$ cat config.mk
export PLATFORM = sky130hd
export DESIGN_NAME = otsu_ctrl
export DESIGN_NICKNAME = d
export VERILOG_FILES = /design/src/hdl/otsu_pkg.sv /design/src/hdl/otsu_ctrl.sv
export VERILOG_INCLUDE_DIRS = /design/src /design/src/hdl
export SDC_FILE = /design/constraint.sdc
export NUM_CORES = 1
export LEC_CHECK = 0
export BUFFER_PORTS_ARGS = -buffer_cell sky130_fd_sc_hd__buf_2
export CELL_PAD_IN_SITES_DETAIL_PLACEMENT = 0
export CELL_PAD_IN_SITES_GLOBAL_PLACEMENT = 2
export CORE_MARGIN = 5
export CORE_UTILIZATION = 24
export CTS_CLUSTER_DIAMETER = 120
export DETAILED_ROUTE_END_ITERATION = 8
export PLACE_DENSITY = 0.9
export REMOVE_ABC_BUFFERS = 1
export SLEW_MARGIN = 25
export SYNTH_ARGS = -nofsm -noshare
export SYNTH_HDL_FRONTEND = slang
export SYNTH_SLANG_ARGS = --single-unit
$ cat constraint.sdc
create_clock -name clk -period 3.6 [get_ports clk]
set_clock_uncertainty 0.05 [all_clocks]
set_input_delay 0.18 -clock clk [delete_from_list [all_inputs] [get_ports clk]]
set_output_delay 0.18 -clock clk [all_outputs]
set_load 0.05 [all_outputs]
$ cat src/hdl/otsu_histogram_threshold_macros.svh
// Assertion macros shared by the Otsu threshold modules.
`ifndef OTSU_HISTOGRAM_THRESHOLD_MACROS_SVH
`define OTSU_HISTOGRAM_THRESHOLD_MACROS_SVH

// Same-cycle implication, checked outside reset.
`define OTSU_ASSERT_NOW(lbl, clk, rst_n, ante, cons) \
  lbl: assert property (@(posedge clk) disable iff (!rst_n) (ante) |-> (cons)) \
    else $error("otsu threshold: same-cycle check failed");

// Next-cycle implication, checked outside reset.
`define OTSU_ASSERT_NEXT(lbl, clk, rst_n, ante, cons) \
  lbl: assert property (@(posedge clk) disable iff (!rst_n) (ante) |=> (cons)) \
    else $error("otsu threshold: next-cycle check failed");

`endif

$ cat src/hdl/otsu_pkg.sv
package otsu_pkg;

  // Defaults for the top-level parameters.
  localparam int DEF_MAX_BINS   = 256;
  localparam int DEF_COUNT_BITS = 16;

  // Fixed port widths.
  localparam int IN_COUNT_W = 16;
  localparam int THR_W      = 8;

  // Multiplier digit width: one digit of the second operand per cycle.
  localparam int DIGIT_W = 16;

  // Controller states.
  typedef enum logic [3:0] {
    ST_LOAD,
    ST_TEST,
    ST_READ,
    ST_ACC,
    ST_CHECK,
    ST_MUL_A,
    ST_MUL_B,
    ST_MUL_Q,
    ST_MUL_SQ,
    ST_MUL_RHS,
    ST_MUL_LHS,
    ST_POST
  } state_t;

  // Multiplier operations: which operands go in, where the product goes.
  typedef enum logic [2:0] {
    MOP_A,    // total weighted sum times running count
    MOP_B,    // running weighted sum times total count
    MOP_Q,    // running count times remaining count
    MOP_SQ,   // difference squared
    MOP_RHS,  // best squared difference times current denominator
    MOP_LHS   // current squared difference times best denominator
  } mop_t;

  // Commands from controller to datapath.
  typedef struct packed {
    logic load;       // store the incoming bin and update totals
    logic clear;      // return histogram state to its reset values
    logic rd;         // read the bin at the scan position
    logic acc;        // add the read bin into the running sums
    logic mul_start;  // start a multiplication
    mop_t start_op;
    logic cap;        // capture the finished product
    mop_t cap_op;
    logic diff;       // form the absolute difference from the B product
    logic cmp;        // compare scores and update the best bin
    logic next;       // advance the scan position
    logic post;       // load the result register
  } ctrl_cmd_t;

  // Status from datapath to controller.
  typedef struct packed {
    logic mul_done;
    logic skip;       // cumulative share is zero or all
    logic scan_more;  // another bin remains to be scanned
    logic ovf_now;    // this histogram has too many bins
    logic out_busy;   // result register still holds an untaken item
  } dp_stat_t;

endpackage

$ cat src/hdl/otsu_ctrl.sv
`include "otsu_histogram_threshold_macros.svh"

module otsu_ctrl (
  input  logic                clk,
  input  logic                rst_n,
  input  logic                in_valid,
  input  logic                in_last_bin,
  output logic                in_stall,
  output otsu_pkg::ctrl_cmd_t cmd,
  input  otsu_pkg::dp_stat_t  stat
);

  otsu_pkg::state_t state_r, state_nxt;

  // State register.
  always_ff @(posedge clk) begin
    if (!rst_n) begin
      state_r <= otsu_pkg::ST_LOAD;
    end else begin
      state_r <= state_nxt;
    end
  end

  // Next state and commands.
  always_comb begin
    state_nxt = state_r;
    cmd       = '0;
    in_stall  = 1'b1;
    case (state_r)
      otsu_pkg::ST_LOAD: begin
        in_stall = 1'b0;
        if (in_valid) begin
          cmd.load = 1'b1;
          if (in_last_bin) begin
            state_nxt = stat.ovf_now ? otsu_pkg::ST_POST : otsu_pkg::ST_TEST;
          end
        end
      end
      otsu_pkg::ST_TEST: begin
        state_nxt = stat.scan_more ? otsu_pkg::ST_READ : otsu_pkg::ST_POST;
      end
      otsu_pkg::ST_READ: begin
        cmd.rd    = 1'b1;
        state_nxt = otsu_pkg::ST_ACC;
      end
      otsu_pkg::ST_ACC: begin
        cmd.acc   = 1'b1;
        state_nxt = otsu_pkg::ST_CHECK;
      end
      otsu_pkg::ST_CHECK: begin
        // Drop bins whose share is zero or all.
        if (stat.skip) begin
          cmd.next  = 1'b1;
          state_nxt = otsu_pkg::ST_TEST;
        end else begin
          cmd.mul_start = 1'b1;
          cmd.start_op  = otsu_pkg::MOP_A;
          state_nxt     = otsu_pkg::ST_MUL_A;
        end
      end
      otsu_pkg::ST_MUL_A: begin
        if (stat.mul_done) begin
          cmd.cap       = 1'b1;
          cmd.cap_op    = otsu_pkg::MOP_A;
          cmd.mul_start = 1'b1;
          cmd.start_op  = otsu_pkg::MOP_B;
          state_nxt     = otsu_pkg::ST_MUL_B;
        end
      end
      otsu_pkg::ST_MUL_B: begin
        if (stat.mul_done) begin
          cmd.diff      = 1'b1;
          cmd.mul_start = 1'b1;
          cmd.start_op  = otsu_pkg::MOP_Q;
          state_nxt     = otsu_pkg::ST_MUL_Q;
        end
      end
      otsu_pkg::ST_MUL_Q: begin
        if (stat.mul_done) begin
          cmd.cap       = 1'b1;
          cmd.cap_op    = otsu_pkg::MOP_Q;
          cmd.mul_start = 1'b1;
          cmd.start_op  = otsu_pkg::MOP_SQ;
          state_nxt     = otsu_pkg::ST_MUL_SQ;
        end
      end
      otsu_pkg::ST_MUL_SQ: begin
        if (stat.mul_done) begin
          cmd.cap       = 1'b1;
          cmd.cap_op    = otsu_pkg::MOP_SQ;
          cmd.mul_start = 1'b1;
          cmd.start_op  = otsu_pkg::MOP_RHS;
          state_nxt     = otsu_pkg::ST_MUL_RHS;
        end
      end
      otsu_pkg::ST_MUL_RHS: begin
        if (stat.mul_done) begin
          cmd.cap       = 1'b1;
          cmd.cap_op    = otsu_pkg::MOP_RHS;
          cmd.mul_start = 1'b1;
          cmd.start_op  = otsu_pkg::MOP_LHS;
          state_nxt     = otsu_pkg::ST_MUL_LHS;
        end
      end
      otsu_pkg::ST_MUL_LHS: begin
        if (stat.mul_done) begin
          cmd.cmp   = 1'b1;
          cmd.next  = 1'b1;
          state_nxt = otsu_pkg::ST_TEST;
        end
      end
      otsu_pkg::ST_POST: begin
        // Wait for the result register, then clear for the next histogram.
        if (!stat.out_busy) begin
          cmd.post  = 1'b1;
          cmd.clear = 1'b1;
          state_nxt = otsu_pkg::ST_LOAD;
        end
      end
      default: begin
        state_nxt = otsu_pkg::ST_LOAD;
      end
    endcase
  end

  `OTSU_ASSERT_NEXT(a_stall_after_last, clk, rst_n, in_valid && !in_stall && in_last_bin, in_stall)

endmodule

==> results.sh, run 1 <==
export IMPL_status="finished, final reports clean"
export IMPL_synth_seq_cells=4
export IMPL_top_regs="state_r x4"
export IMPL_design_area_sq_um=664
export IMPL_tightestPinTransition_ns=0.699
export IMPL_grt_max_degree=23
export IMPL_wl_um=1340
export IMPL_cts_hold_buf=0
export IMPL_path_delay_family="simple AND/OR/NAND/NOR gates"
export IMPL_clock_latency_ns=0.24
export IMPL_drt_iter0_drc=15
export IMPL_grtUsageTotal_pct=9.12
export IMPL_pre_cts_ws_ns=1.80
export IMPL_die_area_sq_um=3220
export IMPL_grt_pass1_wl_um=2350
export IMPL_slowest_stage="dfxtp_1"
export IMPL_fillCellCount=232
export IMPL_die_y_um=56.7
export IMPL_fin_crit_sh_pct=56.7
export IMPL_finalSetupTns_ns=0
export IMPL_cp_slowest_stage_delay_ns=0.63
export IMPL_n_antenna_cell=0
export IMPL_synthTopCellsByArea="dfxtp_1 (15%), mux2i_1 (7.6%), nand2_1 (7.2%)"
export IMPL_max_cap_viol_count=0
export IMPL_power_mw=0.513
export IMPL_drv_slew=0
export IMPL_cts_sinks=4
export IMPL_min_period_ns=2.04
export IMPL_grt_pass1_vias=532
export IMPL_vias=590
export IMPL_dr_pass1_iters=4
export IMPL_cts_buffers=3
export IMPL_arrival_ns=1.81
export IMPL_rsz0062_at_grt="false"
export IMPL_post_cts_resized=0
export IMPL_die_w_um=56.7
export IMPL_htree_levels=1
export IMPL_clk_pin_slew_worst_paths_ns=0.04
export IMPL_p_per_area_nw_per_um2=772
export IMPL_portBuffers=25
export IMPL_final_cell_mix="buf_2 (25), nand2_1 (10), nor2_1 (5)"
export IMPL_post_cts_buffers=0
export IMPL_grt_antenna_before_repair=0
export IMPL_hp_class="in2reg"
export IMPL_yosys_area_top_type="dfxtp_1"
export IMPL_place_area_sq_um=642
export IMPL_ys_types=36
export IMPL_synth_cells=73
export IMPL_cts_root_buffer="clkbuf_4"
export IMPL_path_class="reg2out"
export IMPL_area_growth_pct=26.7
export IMPL_cp_cell_sequence="and2b_1, nand2_1, nor3_2, or2_1, buf_2"
export IMPL_fin_nets=105
export IMPL_routedWlPerCell_um=11.0
export IMPL_leakagePower_nw=0.318
export IMPL_fmax_mhz=490
export IMPL_top_register="state_r"
export IMPL_synth_top_cell_area_share_pct=15.3
export IMPL_place_gp_congestion=0.697
export IMPL_finalHoldViolations=0
export IMPL_cts_tree="done"
export IMPL_initial_core_util_pct=24.4
export IMPL_largest_reg_flops=4
export IMPL_clockBufferDepth=2
export IMPL_netlist_area_sq_um=524
export IMPL_pin_count=26
export IMPL_critPathLaunchType="flop"
export IMPL_crit_buf_inv=1
export IMPL_slew_headroom_pct=53.3
export IMPL_viasPerCell=4.84
export IMPL_setup_violations=0
export IMPL_required_ns=3.37
export IMPL_ant_nets=0
export IMPL_core_area_sq_um=2150
export IMPL_rows=17
export IMPL_final_util_pct=30.9
export IMPL_final_common_cell="buf_2"
export IMPL_cp_max_fo=16
export IMPL_worst_setup_path_end_kind="output port"
export IMPL_ys_warnings_count=0
export IMPL_grt_ovfl_total=0
export IMPL_drive_gt1_share_pct=34.0
export IMPL_drc_errors=0
export IMPL_avgSynthCellArea_sq_um=7.18
export IMPL_ir_worst_vdd_v=0.000284
export IMPL_yosysSeqAreaShare_pct=15.3
export IMPL_setup_ws_ns=1.56
## final cells by class
type                    count  area, sq um  area share [%]
multi-input cells          61          398            59.9
repair buffers             25          125            18.8
flip-flops and latches      4         80.1            12.1
well taps                  28         35.0            5.27
clock buffers               3         22.5            3.39
inverters                   1         3.75           0.565
## metrics by stage
step / hold slack, ns / cells
after global placement: 0.455 / 119
after CTS: 0.215 / 122
after detailed placement: 0.465 / 119
final: 0.222 / 122
after global routing: 0.245 / 122
after floorplan: 0.281 / 66
## cell families after synthesis
kind of cell / count (synthesis) / synth area share (%)
buf+inv: 8 / 8.83
flops: 4 / 15.3
mux: 4 / 7.64
simple gates: 41 / 45.6
xor+xnor: 2 / 3.34
compound gates: 14 / 19.3
## path summary, 6_finish.rpt
check	from	endpoint	slack [ns]	cells past startpoint
max	state_r[2]	cmd[7]	1.56	5
min	rst_n	state_r[0]	0.22	3
min reg2reg	state_r[3]	state_r[3]	0.61	2
max reg2reg	state_r[0]	state_r[3]	1.89	4
## per-layer routing
metal	GRT usage [%]	vias to the layer above	wire length, um
li1	-	301	-
met1	11.0	266	583
met2	13.7	19	647
met3	3.22	4	87
met4	5.63	0	25
met5	0	-	0
## cell usage after synthesis
cell type and n:
o22ai_1 1, nand3b_1 1, or2_1 1, nand2b_1 4, a2bb2oi_1 1, nand2_1 10
nand3_1 2, o21ai_0 2, and4b_1 1, a21oi_1 3, a21o_1 1, xnor2_1 2
or3b_1 1, o31a_1 1, mux2i_1 4, buf_2 4, buf_4 3, nor2b_1 4
nor3_2 1, o21ai_2 1, a22oi_2 1, and2_1 2, nor3b_1 1, nor2_1 5
o21a_1 1, dfxtp_1 4, nor4_2 1, o32ai_1 1, nor4b_1 1, and3_1 1
inv_1 1, nor3_1 2, o31ai_1 1, nor4_1 1, nand4b_1 1, and2b_1 1
## tightest hold or removal path, stage by stage
cell,delay (ns)
buf_2,0.14
nand2_1,0.07
mux2i_1,0.06
## where the power goes
| part | internal [mW] | switching [mW] |
|---|---|---|
| sequential | 0.0596 | 0.0703 |
| combinational | 0.118 | 0.209 |
| clock | 0.0373 | 0.0189 |
No activity file was read; power rests on OpenSTA's default activity.
==> run 2: changes to the inputs <==
--- a/config.mk
+++ b/config.mk
@@ -6,14 +6,15 @@
 export SDC_FILE = /design/constraint.sdc
 export NUM_CORES = 1
 export LEC_CHECK = 0
+export ABC_AREA = 1
 export BUFFER_PORTS_ARGS = -buffer_cell sky130_fd_sc_hd__buf_2
 export CELL_PAD_IN_SITES_DETAIL_PLACEMENT = 0
 export CELL_PAD_IN_SITES_GLOBAL_PLACEMENT = 2
 export CORE_MARGIN = 5
-export CORE_UTILIZATION = 24
+export CORE_UTILIZATION = 17
 export CTS_CLUSTER_DIAMETER = 120
 export DETAILED_ROUTE_END_ITERATION = 8
-export PLACE_DENSITY = 0.9
+export PLACE_DENSITY = 0.81
 export REMOVE_ABC_BUFFERS = 1
 export SLEW_MARGIN = 25
 export SYNTH_ARGS = -nofsm -noshare
==> constraint.sdc (replaced) <==
create_clock -name clk -period 1.68 [get_ports clk]
set_clock_uncertainty 0.05 [all_clocks]
set_input_delay 0.084 -clock clk [delete_from_list [all_inputs] [get_ports clk]]
set_output_delay 0.084 -clock clk [all_outputs]
set_load 0.05 [all_outputs]
==> run 2 against run 1 <==
  * Sequential share of layout area grew 0.54 points
  * Total power grew 140%
  * Largest power group unchanged
  * Sequential cell count is the same
  * Routed wire length grew 16%
  * Synthesized cell count grew 18%
  * Register-to-register slack lost 1.4 ns
  * Worst setup slack lost 1.5 ns
  * Cell area grew 0.19%
  * Non-clock buffer count is the same
  * Global-route usage shrank 1.2 points
  * Utilization shrank 6.1 points
  * Critical path type unchanged
==> results.sh, run 2 <==
export IMPL_grtUsageTotal_pct=7.95
export IMPL_p_per_area_nw_per_um2=1860
export IMPL_worst_setup_path_end_kind="output port"
export IMPL_portBuffers=25
export IMPL_grt_pass1_wl_um=2570
export IMPL_pwr_share_comb_pct=74.5
export IMPL_post_cts_buffers=0
export IMPL_required_ns=1.55
export IMPL_area_growth_pct=43.8
export IMPL_cp_max_fo=6
export IMPL_drv_slew=0
export IMPL_layout_cells_non_filler=144
export IMPL_drive_gt1_share_pct=38.1
export IMPL_ys_warnings_count=0
export IMPL_ir_worst_vdd_v=0.000600
export IMPL_largest_reg_flops=4
export IMPL_drt_iter0_drc=15
export IMPL_cts_root_buffer="clkbuf_4"
export IMPL_p_seq_share_pct=15.9
export IMPL_synth_cells=86
export IMPL_arrival_ns=1.44
export IMPL_grt_ovfl_total=0
export IMPL_synthArstFlopShare_pct=0
export IMPL_leakagePower_nw=0.395
export IMPL_core_area_sq_um=2690
export IMPL_crit_buf_inv=2
export IMPL_final_util_pct=24.8
export IMPL_place_area_sq_um=619
export IMPL_p_sw_mw=0.781
export IMPL_max_cap_viol_count=0
export IMPL_cp_slowest_stage_delay_ns=0.34
export IMPL_synth_edf_count=0
export IMPL_avgSynthCellArea_sq_um=5.38
export IMPL_place_gp_congestion=0.870
export IMPL_cp_cell_sequence="inv_2, nand2_1, nor2_1, nand2_1, nand4_1, clkbuf_4"
export IMPL_synth_most_common_cell="nand2_1"
export IMPL_synthTopCellsByArea="nand2_1 (18%), dfxtp_1 (17%), nand3_1 (15%)"
export IMPL_fillCellCount=330
export IMPL_final_cell_mix="nand2_1 (21), buf_2 (21), nand3_1 (14), inv_1 (11), nor2_1 (11)"
export IMPL_synth_top_cells_by_count="nand2_1 (22), nand3_1 (14), nor2_1 (12)"
export IMPL_grt_busiest_layer="met2"
export IMPL_finalSetupTns_ns=0
export IMPL_routedWlPerCell_um=10.8
export IMPL_ys_types=18
export IMPL_pin_count=26
export IMPL_path_delay_family="simple AND/OR/NAND/NOR gates"
export IMPL_synth_seq_cells=4
export IMPL_hp_class="in2reg"
export IMPL_finalHoldViolations=0
export IMPL_grtUsageMet3_pct=3.24
export IMPL_min_period_ns=1.57
export IMPL_sw_frac_of_total_pct=63.3
export IMPL_clk_pin_slew_worst_paths_ns=0.04
export IMPL_cts_buffers=3
export IMPL_pre_cts_ws_ns=0.276
export IMPL_htree_levels=1
export IMPL_initial_core_util_pct=17.2
export IMPL_dpl_hpwl_um=1370
export IMPL_top_regs="state_r x4"
export IMPL_met2_usage_pct=13.0
export IMPL_path_common_cell="nand2_1"
export IMPL_rows=19
export IMPL_clock_latency_ns=0.24
export IMPL_p_int_mw=0.454
export IMPL_setup_violations=0
export IMPL_path_class="reg2out"
export IMPL_pwr_share_clk_pct=9.6
export IMPL_critPathLaunchType="flop"
export IMPL_wl_um=1560
export IMPL_rsz0062_at_grt="false"
export IMPL_slew_headroom_pct=83.9
export IMPL_top_register="state_r"
export IMPL_grt_max_degree=7
export IMPL_cts_sinks=4
export IMPL_ant_nets=0
export IMPL_holdWs_ns=0.0778
export IMPL_dr_pass1_iters=4
export IMPL_yosysSeqAreaShare_pct=17.3
export IMPL_power_mw=1.24
export IMPL_fin_nets=124
export IMPL_status="finished, final reports clean"
export IMPL_cts_hold_buf=0
export IMPL_grt_pass1_vias=586
export IMPL_fmax_mhz=637
export IMPL_die_y_um=62.2
export IMPL_grt_antenna_before_repair=0
export IMPL_synth_top_cell_area_share_pct=17.8
export IMPL_clockBufferDepth=2
export IMPL_dp_cells=141
export IMPL_viasPerCell=4.41
export IMPL_die_w_um=62.2
export IMPL_die_area_sq_um=3870
export IMPL_vias=635
export IMPL_synth_ff_type="dfxtp_1"
export IMPL_fin_crit_sh_pct=93.5
export IMPL_tightestPinTransition_ns=0.241
export IMPL_n_antenna_cell=0
export IMPL_gr_usage_met1_pct=9.42
export IMPL_cts_tree="done"
export IMPL_slowest_stage="dfxtp_2"
export IMPL_netlist_area_sq_um=463
export IMPL_design_area_sq_um=666
export IMPL_drc_errors=0
export IMPL_yosys_area_top_type="nand2_1"
export IMPL_setup_ws_ns=0.109
run 2: changes by cell type after synthesis, sizes merged, moves of 2 or more:
| cell | previous run | this run |
|---|---|---|
| nor4 | 2 | 0 |
| nor2 | 5 | 14 |
| nand2 | 10 | 26 |
| nor2b | 4 | 0 |
| and2 | 2 | 0 |
| mux2i | 4 | 0 |
| buf | 7 | 1 |
| inv | 1 | 14 |
| nand3 | 2 | 14 |
| xnor2 | 2 | 0 |
| nand2b | 4 | 0 |
run 2: cell type report:
class,count,area [sq um],area share (%)
multi-input combinational,67,333,50.0
timing repair buffer,25,135,20.3
sequential,4,83.8,12.6
inverter,14,52.6,7.89
tap,31,38.8,5.83
clock buffer,3,22.5,3.38
run 2: path summary, 6_finish.rpt:
check	start	to	slack, ns	depth (start not counted)
max	state_r[2]	cmd[11]	0.11	6
min	rst_n	state_r[1]	0.08	3
max reg2reg	state_r[3]	state_r[3]	0.45	8
min reg2reg	state_r[1]	state_r[1]	0.46	2
run 2: per-layer routing:
layer	part of all wire, %	vias up	wire length (um)
li1	-	330	-
met1	42	282	660
met2	49	21	759
met4	1.1	0	17
met3	7.6	2	119
met5	0	-	0
run 2: cell families after synthesis:
logic type / count (synthesis) / share of synthesized area [%]
compound gates: 7 / 8.38
buf+inv: 15 / 13.0
flops: 4 / 17.3
simple gates: 60 / 61.4
run 2: what timing repair did:
| item | CTS | global route |
|---|---|---|
| setup endpoints to repair | 0 | 7 |
| endpoints found under the hold margin | 0 | 0 |
| gates resized for setup | 0 | 10 |
run 2: worst reg2reg max path, cell delays in order (launching register included):
cell and delay, ns:
dfxtp_2 0.39, inv_2 0.08, nor2_2 0.14, nand2_1 0.08, nand2_2 0.08, nand2_4 0.07
nand2_4 0.09, nand2_1 0.05, a21oi_1 0.13
run 2: power groups by stage:
stage | Clock [mW] | Sequential [mW] | Combinational (mW)
after global placement | 0 | 0.180 | 0.923
after CTS | 0.125 | 0.183 | 0.912
final | 0.118 | 0.196 | 0.921
after floorplan | 0 | 0.174 | 0.722
after detailed placement | 0 | 0.184 | 0.910
after global routing | 0.132 | 0.203 | 1.01
